`src/pftd_pkg.sv`:
```
package pftd_pkg;

	// Default width of the value that is factorized
	localparam int PFTD_VALUE_BITS = 32;

	// Longest run of results for one transaction
	localparam int PFTD_MAX_RESULTS = 9;

	// Fixed widths of the result fields
	localparam int PRIME_W = 32;
	localparam int EXP_W   = 6;

	// Sequencer states
	typedef enum logic [1:0] {
		ST_IDLE,
		ST_DIV,
		ST_FLUSH
	} state_t;

	// Control from the sequencer to the result stage
	typedef struct packed {
		logic clear;  // new transaction: drop any held result
		logic push;   // a new (prime, exponent) pair is found
		logic flush;  // send the held result as the final one
	} emit_ctl_t;

endpackage

```
`src/pftd_div.sv`:
```
module pftd_div #(
	parameter int W = 32
) (
	input  logic         clk,
	input  logic         arst_n,
	input  logic         start,
	input  logic [W-1:0] dividend,
	input  logic [W-1:0] divisor,
	output logic         done,
	output logic [W-1:0] quotient,
	output logic [W-1:0] remainder
);

	localparam int SW = (W > 1) ? $clog2(W) : 1;

	logic          run_q;
	logic          done_q;
	logic [SW-1:0] step_q;
	logic [W-1:0]  rem_q;
	logic [W-1:0]  quo_q;
	logic [W-1:0]  den_q;

	logic [W:0]    shifted;
	logic          fits;
	logic [W:0]    diff;

	// Shift in the next dividend bit and try the subtraction
	always_comb begin
		shifted = {rem_q, quo_q[W-1]};
		fits    = (shifted >= {1'b0, den_q});
		diff    = shifted - {1'b0, den_q};
	end

	// Step control: one quotient bit per cycle
	always_ff @(posedge clk or negedge arst_n) begin
		if (!arst_n) begin
			run_q  <= 1'b0;
			done_q <= 1'b0;
			step_q <= '0;
		end else begin
			done_q <= 1'b0;
			if (start) begin
				run_q  <= 1'b1;
				step_q <= '0;
			end else if (run_q) begin
				step_q <= step_q + SW'(1);
				if (step_q == SW'(W - 1)) begin
					run_q  <= 1'b0;
					done_q <= 1'b1;
				end
			end
		end
	end

	// Restoring division datapath
	always_ff @(posedge clk) begin
		if (start) begin
			rem_q <= '0;
			quo_q <= dividend;
			den_q <= divisor;
		end else if (run_q) begin
			rem_q <= fits ? diff[W-1:0] : shifted[W-1:0];
			quo_q <= {quo_q[W-2:0], fits};
		end
	end

	assign done      = done_q;
	assign quotient  = quo_q;
	assign remainder = rem_q;

endmodule

```
`src/pftd_out.sv`:
```
module pftd_out (
	input  logic                              clk,
	input  logic                              arst_n,
	input  pftd_pkg::emit_ctl_t               ctl,
	input  logic [pftd_pkg::PRIME_W-1:0]      new_prime,
	input  logic [pftd_pkg::EXP_W-1:0]        new_exp,
	output logic                              valid,
	output logic [pftd_pkg::PRIME_W-1:0]      prime,
	output logic [pftd_pkg::EXP_W-1:0]        exponent,
	output logic                              last
);

	import pftd_pkg::*;

	logic               pend_v_q;
	logic [PRIME_W-1:0] pend_prime_q;
	logic [EXP_W-1:0]   pend_exp_q;
	logic               valid_q;
	logic [PRIME_W-1:0] prime_q;
	logic [EXP_W-1:0]   exp_q;
	logic               last_q;

	// Hold one result back until it is known whether another follows
	always_ff @(posedge clk or negedge arst_n) begin
		if (!arst_n) begin
			pend_v_q <= 1'b0;
			valid_q  <= 1'b0;
		end else begin
			valid_q <= (ctl.push && pend_v_q && !ctl.clear) || ctl.flush;
			if (ctl.push) begin
				pend_v_q <= 1'b1;
			end else if (ctl.flush || ctl.clear) begin
				pend_v_q <= 1'b0;
			end
		end
	end

	// Advance held result to the output register
	always_ff @(posedge clk) begin
		if (ctl.push) begin
			pend_prime_q <= new_prime;
			pend_exp_q   <= new_exp;
		end
		if (ctl.flush) begin
			prime_q <= pend_prime_q;
			exp_q   <= pend_exp_q;
			last_q  <= 1'b1;
		end else if (ctl.push) begin
			prime_q <= pend_prime_q;
			exp_q   <= pend_exp_q;
			last_q  <= 1'b0;
		end
	end

	assign valid    = valid_q;
	assign prime    = prime_q;
	assign exponent = exp_q;
	assign last     = last_q;

endmodule

```
`src/prime_factorizer_trial_division_core.sv`:
```
// Every division runs on the shared bit-serial divider; every trial divisor and every
// repeat division is one division. A 32-bit prime takes about 65536 trials. Zero or
// one gives its empty result (prime and exponent zero) through the flush state.
// Throughput: one transaction at a time; busy stays high until the final result is
// handed to the output register, and the next start is taken the cycle after. Each
// result is held for one cycle under valid and cannot be stalled. Asynchronous
// active-low reset returns the block to idle with no result pending.
module prime_factorizer_trial_division_core #(
	parameter int VALUE_BITS = pftd_pkg::PFTD_VALUE_BITS
) (
	input  logic                         clk,
	input  logic                         arst_n,
	input  logic                         start,
	output logic                         busy,
	input  logic [31:0]                  value,
	output logic                         valid,
	output logic [pftd_pkg::PRIME_W-1:0] prime,
	output logic [pftd_pkg::EXP_W-1:0]   exponent,
	output logic                         last
);

	import pftd_pkg::*;

	localparam int CW = $clog2(VALUE_BITS + 1);
	localparam int NW = $clog2(PFTD_MAX_RESULTS + 1);

	state_t                state_q;
	state_t                state_d;
	logic [VALUE_BITS-1:0] rest_q;
	logic [VALUE_BITS-1:0] rest_d;
	logic [VALUE_BITS-1:0] d_q;
	logic [VALUE_BITS-1:0] d_d;
	logic [CW-1:0]         cnt_q;
	logic [CW-1:0]         cnt_d;
	logic [NW-1:0]         res_n_q;
	logic [NW-1:0]         res_n_d;

	logic [VALUE_BITS-1:0] value_m;
	logic                  accept;
	logic                  div_start;
	logic                  div_done;
	logic [VALUE_BITS-1:0] div_quo;
	logic [VALUE_BITS-1:0] div_rem;
	logic                  loop_end;
	logic                  hit;
	logic                  trial;
	logic                  cap;
	emit_ctl_t             ctl;
	logic [PRIME_W-1:0]    new_prime;
	logic [EXP_W-1:0]      new_exp;

	assign value_m  = VALUE_BITS'(value);
	assign accept   = start && !busy;
	assign busy     = (state_q != ST_IDLE);
	assign loop_end = (d_q > div_quo);
	assign hit      = (div_rem == '0);
	assign trial    = (cnt_q == '0);
	assign cap      = (res_n_q == NW'(PFTD_MAX_RESULTS - 1));

	// Shared divider: rest / d for every trial and every division step
	pftd_div #(
		.W(VALUE_BITS)
	) u_div (
		.clk       (clk),
		.arst_n    (arst_n),
		.start     (div_start),
		.dividend  (rest_d),
		.divisor   (d_d),
		.done      (div_done),
		.quotient  (div_quo),
		.remainder (div_rem)
	);

	// Result staging and output register
	pftd_out u_out (
		.clk       (clk),
		.arst_n    (arst_n),
		.ctl       (ctl),
		.new_prime (new_prime),
		.new_exp   (new_exp),
		.valid     (valid),
		.prime     (prime),
		.exponent  (exponent),
		.last      (last)
	);

	// Next state
	always_comb begin
		state_d = state_q;
		case (state_q)
			ST_IDLE: begin
				if (accept) begin
					state_d = (value_m <= VALUE_BITS'(1)) ? ST_FLUSH : ST_DIV;
				end
			end
			ST_DIV: begin
				if (div_done) begin
					if (trial && loop_end) begin
						state_d = ST_FLUSH;
					end else if (!trial && !hit && cap) begin
						state_d = ST_FLUSH;
					end
				end
			end
			ST_FLUSH: begin
				state_d = ST_IDLE;
			end
			default: begin
				state_d = ST_IDLE;
			end
		endcase
	end

	// Sequencer outputs and datapath updates
	always_comb begin
		rest_d    = rest_q;
		d_d       = d_q;
		cnt_d     = cnt_q;
		res_n_d   = res_n_q;
		div_start = 1'b0;
		ctl       = '0;
		new_prime = PRIME_W'(d_q);
		new_exp   = EXP_W'(cnt_q);
		case (state_q)
			ST_IDLE: begin
				if (accept) begin
					ctl.clear = 1'b1;
					rest_d    = value_m;
					d_d       = VALUE_BITS'(2);
					cnt_d     = '0;
					res_n_d   = '0;
					if (value_m <= VALUE_BITS'(1)) begin
						// zero or one: empty factorization
						ctl.push  = 1'b1;
						new_prime = '0;
						new_exp   = '0;
					end else begin
						div_start = 1'b1;
					end
				end
			end
			ST_DIV: begin
				if (div_done) begin
					if (trial) begin
						if (loop_end) begin
							// leftover above one is a prime of its own
							if (rest_q > VALUE_BITS'(1)) begin
								ctl.push  = 1'b1;
								new_prime = PRIME_W'(rest_q);
								new_exp   = EXP_W'(1);
							end
						end else if (hit) begin
							cnt_d     = CW'(1);
							rest_d    = div_quo;
							div_start = 1'b1;
						end else begin
							d_d       = d_q + VALUE_BITS'(1);
							div_start = 1'b1;
						end
					end else if (hit) begin
						cnt_d     = cnt_q + CW'(1);
						rest_d    = div_quo;
						div_start = 1'b1;
					end else begin
						// divisor fully divided out: record it
						ctl.push  = 1'b1;
						res_n_d   = res_n_q + NW'(1);
						cnt_d     = '0;
						d_d       = d_q + VALUE_BITS'(1);
						div_start = !cap;
					end
				end
			end
			ST_FLUSH: begin
				ctl.flush = 1'b1;
			end
			default: begin
				ctl = '0;
			end
		endcase
	end

	// Control state
	always_ff @(posedge clk or negedge arst_n) begin
		if (!arst_n) begin
			state_q <= ST_IDLE;
			cnt_q   <= '0;
			res_n_q <= '0;
		end else begin
			state_q <= state_d;
			cnt_q   <= cnt_d;
			res_n_q <= res_n_d;
		end
	end

	// Working value and divisor
	always_ff @(posedge clk) begin
		rest_q <= rest_d;
		d_q    <= d_d;
	end

	// A result strobe always follows a cycle of work
	a_valid_after_work: assert property (@(posedge clk) disable iff (!arst_n)
		valid |-> $past(state_q == ST_DIV) || $past(state_q == ST_FLUSH))
		else $error("result strobe without a transaction in progress");

	// The final result of a run comes only from the flush step
	a_last_from_flush: assert property (@(posedge clk) disable iff (!arst_n)
		valid && last |-> $past(state_q == ST_FLUSH))
		else $error("last result not produced by flush");

	// The divider reports only while the sequencer waits on it
	a_div_done_in_div: assert property (@(posedge clk) disable iff (!arst_n)
		div_done |-> state_q == ST_DIV)
		else $error("divider finished outside of division state");

	// No new transaction is taken while busy
	a_no_restart: assert property (@(posedge clk) disable iff (!arst_n)
		busy |=> !(ctl.clear && $past(state_q != ST_FLUSH)))
		else $error("transaction restarted while busy");

endmodule

```
`config.mk`:
```
export PLATFORM = sky130hd
export DESIGN_NAME = prime_factorizer_trial_division_core
export DESIGN_NICKNAME = d
export VERILOG_FILES = /design/src/pftd_pkg.sv /design/src/pftd_div.sv /design/src/pftd_out.sv /design/src/prime_factorizer_trial_division_core.sv
export SDC_FILE = /design/constraint.sdc
export NUM_CORES = 1
export LEC_CHECK = 0
export BUFFER_PORTS_ARGS = -buffer_cell sky130_fd_sc_hd__buf_2
export CAP_MARGIN = 10
export CORE_ASPECT_RATIO = 0.6
export CORE_MARGIN = 4
export CORE_UTILIZATION = 65
export DETAILED_ROUTE_END_ITERATION = 6
export GPL_ROUTABILITY_DRIVEN = 0
export GPL_TIMING_DRIVEN = 0
export PLACE_DENSITY = 0.82
export SETUP_SLACK_MARGIN = 0.02
export SLEW_MARGIN = 10
export SYNTH_ARGS = -nofsm -noshare
export SYNTH_HDL_FRONTEND = slang
export SYNTH_SLANG_ARGS = --single-unit
```
`constraint.sdc`:
```
create_clock -name clk -period 8.2 [get_ports clk]
set_input_delay 0.82 -clock clk [delete_from_list [all_inputs] [get_ports clk]]
set_output_delay 0.82 -clock clk [all_outputs]
set_load 0.05 [all_outputs]
```
### Word level (Yosys, flattened, before mapping)

Cells that the tools add are included.

| cells by class | value |
|---|---|
| mux-type cells | 78 |
| order comparisons | 4 |
| $add $sub $neg | 5 |
| reductions and logical operators | 24 |
| eq/ne operators | 11 |

Operators with widths:

| kind | number |
|---|---|
| 32-bit 2-to-1 mux | 21 |
| 32-bit one-hot mux with 2 select lines | 3 |
| 6-bit 2-to-1 mux | 14 |
| 33-bit by 32-bit >= comparator with 1-bit output | 1 |
| 32-bit by 1-bit adder with 32-bit output, second input constant | 1 |
| 32-bit by 1-bit > comparator with 1-bit output, second input constant | 1 |
| 32-bit > comparator | 1 |
| 32-bit by 1-bit <= comparator with 1-bit output, second input constant | 1 |
| 32-bit zero test | 1 |
| 32-bit subtractor | 1 |
| 6-bit one-hot mux with 2 select lines | 2 |
| 1-bit 2-to-1 mux | 22 |
| 4-bit 2-to-1 mux | 4 |
| 2-bit 2-to-1 mux | 6 |
| 5-bit 2-to-1 mux | 2 |
| 5-bit AND reduction | 2 |
| 2-bit nonzero test | 5 |
| 3-bit inequality test, second input constant | 3 |
| 4-bit one-hot mux with 2 select lines | 1 |
| 6-bit by 1-bit adder with 6-bit output, second input constant | 1 |
| 1-bit logical AND | 6 |
| 6-bit zero test | 1 |
| 2-bit inequality test, second input constant | 3 |
| 5-bit by 1-bit adder with 5-bit output, second input constant | 1 |
| 12 further kinds | 18 |

| word-level totals | value |
|---|---|
| logic and storage cells | 140 |
| flip-flop bits (word level) | 258 |
| input bits | 35 |

### Logic depth before layout (Yosys ltp)

| depth | value |
|---|---|
| depth in word-level cells | 9 |
| depth in mapped cells | 13 |
| gate-level depth less buffers | 11 |

### By module

Synthesis repeated with hierarchy kept, for this count alone.

| second synthesis, totals | value |
|---|---|
| cell total of the unflattened synthesis | 1,434 |
| area total of the unflattened synthesis | 14,067.2 um2 |

Modules (own cells, without submodules):

| module | cells each | instances | area an instance (um2) | sequential area each (um2) |
|---|---|---|---|---|
| pftd_div | 578 | 1 | 5,929.4 | 2,737.6 |
| prime_factorizer_trial_division_core | 771 | 1 | 5,738.0 | 1,581.5 |
| pftd_out | 85 | 1 | 2,399.8 | 2,352.3 |

### Worst setup path after synthesis

No wires, ideal clock.

| timing path | value |
|---|---|
| kind | register to register |
| start | reg u_div.quo_q[31] (netlist: u_div.quotient[31]) |
| end | reg u_out.exp_q[0] (netlist: u_out.exponent[0]), enable pin |
| arrival | 3.666 ns |
| clock period less this slack | 4.396 ns |
| required time | 7.470 ns |
| path slack | 3.804 ns |
| stages on the path, launching flop included | 11 |
| library setup time | 0.730 ns |
| cell sequence | edfxtp_1 -> inv_1 -> ha_1 -> nand4_1 -> or4_4 -> or4_4 -> o21ai_2 -> nor4_1 -> buf_2 -> nor3_1 -> o21ai_0 |

| on the way | value |
|---|---|
| cells in the longest elaborated chain, start to end | 6 |

RTL lines:

| item | RTL line | text |
|---|---|---|
| start: declaration | pftd_div.sv:20 | `logic [W-1:0] quo_q;` |
| start signal: assignment | pftd_div.sv:59 | `quo_q <= dividend;` |
| start signal: assignment | pftd_div.sv:63 | `quo_q <= {quo_q[W-2:0], fits};` |
| 32-bit > comparator | prime_factorizer_trial_division_core.sv:55 | `assign loop_end = (d_q > div_quo);` |
| 1-bit 2-to-1 mux | prime_factorizer_trial_division_core.sv:145 | `if (loop_end) begin` |
| 1-bit 2-to-1 mux | prime_factorizer_trial_division_core.sv:144 | `if (trial) begin` |
| 1-bit 2-to-1 mux | prime_factorizer_trial_division_core.sv:143 | `if (div_done) begin` |
| 1-bit one-hot mux with 2 select lines | prime_factorizer_trial_division_core.sv:124 | `case (state_q)` |
| 2-bit nonzero test (no line) | n/a |  |
| end signal: assignment | pftd_out.sv:46 | `exp_q <= pend_exp_q;` |
| end signal: assignment | pftd_out.sv:50 | `exp_q <= pend_exp_q;` |
| end: declaration | pftd_out.sv:20 | `logic [EXP_W-1:0] exp_q;` |

Every way passes these cells.
A chain may end at the register's enable or synchronous reset.

### Worst setup path after layout

| timing path | value |
|---|---|
| start | reg u_div.quo_q[31] (netlist: u_div.quotient[31]) |
| end | reg u_div.den_q[6], enable pin |

| on the way | value |
|---|---|
| cells in the longest elaborated chain, start to end | 5 |

RTL lines:

| item | RTL line | text |
|---|---|---|
| 32-bit > comparator | prime_factorizer_trial_division_core.sv:55 |  |
| 1-bit 2-to-1 mux | prime_factorizer_trial_division_core.sv:145 |  |
| 1-bit 2-to-1 mux | prime_factorizer_trial_division_core.sv:144 |  |
| 1-bit 2-to-1 mux | prime_factorizer_trial_division_core.sv:143 |  |
| 1-bit one-hot mux with 2 select lines | prime_factorizer_trial_division_core.sv:124 |  |
| via div_start | prime_factorizer_trial_division_core.sv:40 | `logic div_start;` |
| end signal: assignment | pftd_div.sv:60 | `den_q <= divisor;` |
| end: declaration | pftd_div.sv:21 | `logic [W-1:0] den_q;` |

The timed path passes the listed nets, and every way through them passes these cells.

==> results.sh <==
export IMPL_core_area_um2=21300
export IMPL_drtAntennaViolNets=0
export IMPL_finalInstanceArea_um2=15900
export IMPL_vias=13000
export IMPL_placed_cell_area_um2=15100
export IMPL_dp_cells=1805
export IMPL_slew_headroom_pct=26.2
export IMPL_overflow=0
export IMPL_min_period_ps=4970
export IMPL_ys_async_sr_fraction_pct=8.14
export IMPL_grt_busiest_layer="met1"
export IMPL_grt_pass1_vias=11600
export IMPL_status="finished, final reports clean"
export IMPL_synth_cell_type_count=73
export IMPL_cts_made_buffers=24
export IMPL_post_cts_buffers=0
export IMPL_num_io_pins=76
export IMPL_clock_sinks=258
export IMPL_yosysSeqAreaShare_pct=46.7
export IMPL_wirelength_um=44400
export IMPL_num_fill_cells=1489
export IMPL_routedWlPerCell_um=24.0
export IMPL_synth_seq_cells=258
export IMPL_clk_insertion_delay_late_ps=560
export IMPL_synth_area_per_cell_um2=9.86
export IMPL_final_max_slew_viol_count=0
export IMPL_drt_iter0_drc=2485
export IMPL_clk_path_buf_depth=3
export IMPL_setup_violations=0
export IMPL_viasPerCell=7.02
export IMPL_die_w_um=199
export IMPL_hp_class="primary input to async pin"
export IMPL_synthTopCellsByArea="edfxtp_1 (29%), dfxtp_1 (14%), ha_1 (6.2%)"
export IMPL_p_leak_nw=6.25
export IMPL_die_h_um=123
export IMPL_die_area_um2=24500
export IMPL_path_clk_slew_ps=80
export IMPL_synth_top_cells_by_count="nand2_1 (147), edfxtp_1 (140), dfxtp_1 (97)"
export IMPL_cts_tree="done"
export IMPL_fin_skew_ps=30.2
export IMPL_start_util_pct=67.1
export IMPL_rows=41
export IMPL_rsz0062_at_grt="false"
export IMPL_endpoint_kind="flop"
export IMPL_grtUsageTotal_pct=35.2
export IMPL_period_share_pct=60.6
export IMPL_ir_drop_mv=0.261
export IMPL_layout_drive_gt1_share_pct=13.1
export IMPL_ys_warn_count=0
export IMPL_crit_fanout=41
export IMPL_drc=0
export IMPL_holdBufCountCts=0
export IMPL_dp_hpwl_um=33000
export IMPL_reg2reg_depth=11
export IMPL_cts_repair_resized=0
export IMPL_grt_antenna_before_repair=1
export IMPL_crit_type="flop to flop"
export IMPL_htree_num_levels=1
export IMPL_synth_top_area_share_pct=29.4
export IMPL_netlist_area_um2=14300
export IMPL_grt_util_met2_pct=45.8
export IMPL_synth_edf_count=140
export IMPL_grt_met1_usage_pct=53.4
export IMPL_synth_most_common_cell="nand2_1"
export IMPL_startpoint_type="flop"
export IMPL_grt_max_degree=42
export IMPL_finalHoldViolCount=0
export IMPL_fin_tns_setup_ps=0
export IMPL_yosys_most_used_dff="edfxtp_1"
export IMPL_grt_pass1_wl_um=66100
export IMPL_p_per_area_nw_per_um2=347
export IMPL_nets=1659
export IMPL_synth_top_cell_by_area="edfxtp_1"
export IMPL_syn_nets=1556
export IMPL_p_total_w=0.00550
export IMPL_stdcell_count=1851
export IMPL_drv_cap=0
export IMPL_arrival_ps=5140
export IMPL_max_freq_mhz=201
export IMPL_root_buffer="clkbuf_16"
export IMPL_final_util_pct=74.5
export IMPL_syn_inst=1449
export IMPL_io_buffers=75
export IMPL_syn_to_final_growth_pct=10.9
export IMPL_drt_pass1_iterations=7
export IMPL_required_ps=8370
export IMPL_grt_util_met3_pct=16.0
export IMPL_worst_pin_slew_ps=1100
[final timing paths]
kind                                    to  slack, ps                    from
setup / recovery            u_div.den_q[6]       3230      u_div.quotient[31]
hold / removal                  state_q[0]        260                  arst_n
setup reg to reg            u_div.den_q[6]       3230      u_div.quotient[31]
hold reg to reg            u_out.prime[19]        420  u_out.pend_prime_q[19]
max in group asynchronous      u_out.valid       7530                  arst_n
min in group clk           u_out.prime[19]        420  u_out.pend_prime_q[19]
[final cells by class]
type	instances	area, um^2	share of cell area (%)
clock inverters	15	144	0.908
multi-input cells	1013	6940	43.8
flip-flops and latches	258	6670	42.1
well taps	279	349	2.20
inverters	98	368	2.32
clock buffers	29	629	3.97
repair buffers	77	415	2.62
diodes	2	5.00	0.0316
plain buffers	80	325	2.05
[cells in the final DEF (no fill, tap or decap), drive strengths merged, types with 27 or more instances in the layout]
cell	synthesis	final
a311oi	27	27
buf	20	97
nand2	147	147
a211oi	53	53
mux2i	28	28
o21ai	59	59
nand4	33	33
mux2	56	56
ha	71	71
nor3	40	40
nor4	32	32
a21oi	60	60
edfxtp	140	140
inv	96	97
nand3	45	45
nor2	82	82
clkbuf	60	89
dfxtp	97	97
[worst max-delay path, cell delays in order, from the launching register on]
cell      delay (ps)
edfxtp_1         450
inv_1            200
ha_1             280
nand4_1          140
nor3_1            60
a221oi_1         780
nand2_1          110
nor3_1           410
o32ai_1          270
o21ai_2          630
buf_2            450
buf_2            760
[metal layers]
| layer | up-vias | share of wire, % |
|---|---|---|
| met5 | - | 0.24 |
| met4 | 4 | 2.5 |
| met3 | 139 | 17 |
| met2 | 1036 | 38 |
| met1 | 6135 | 41 |
| li1 | 5672 | - |
[per-stage QoR]
stage	hold slack, ps	setup slack (ps)
floorplan	400	3800
finish	265	3230
global placement	402	2390
detailed placement	405	3490
global route	283	3100
CTS	259	3440
[state kept, by name (all words and copies together) (netlist names), 2 cells and up]
name / count
u_div.den_q: 32
u_div.remainder: 32
u_out.exponent: 6
rest_q: 32
u_out.pend_prime_q: 32
u_div.quotient: 32
cnt_q: 6
u_out.pend_exp_q: 6
u_out.prime: 32
res_n_q: 4
d_q: 32
state_q: 2
u_div.step_q: 5
[where the power goes]
group / leakage [nW] / switching (W) / internal [W] / total [W]
Clock: 0.384 / 0.000523 / 0.000616 / 0.00114
Sequential: 2.42 / 0.000325 / 0.00175 / 0.00208
Combinational: 3.45 / 0.00146 / 0.000823 / 0.00228
[cell families after synthesis]
logic type | after synthesis | share of synthesized area [%]
AOI/OAI and AO/OA | 361 | 18.1
xor gates and xnor gates | 24 | 1.47
adders and majority gates | 72 | 6.36
buffers and inverters | 178 | 4.85
DFF | 258 | 46.7
muxes | 84 | 6.37
and+or+nand+nor | 472 | 16.2
No activity file was read; power rests on OpenSTA's default activity.
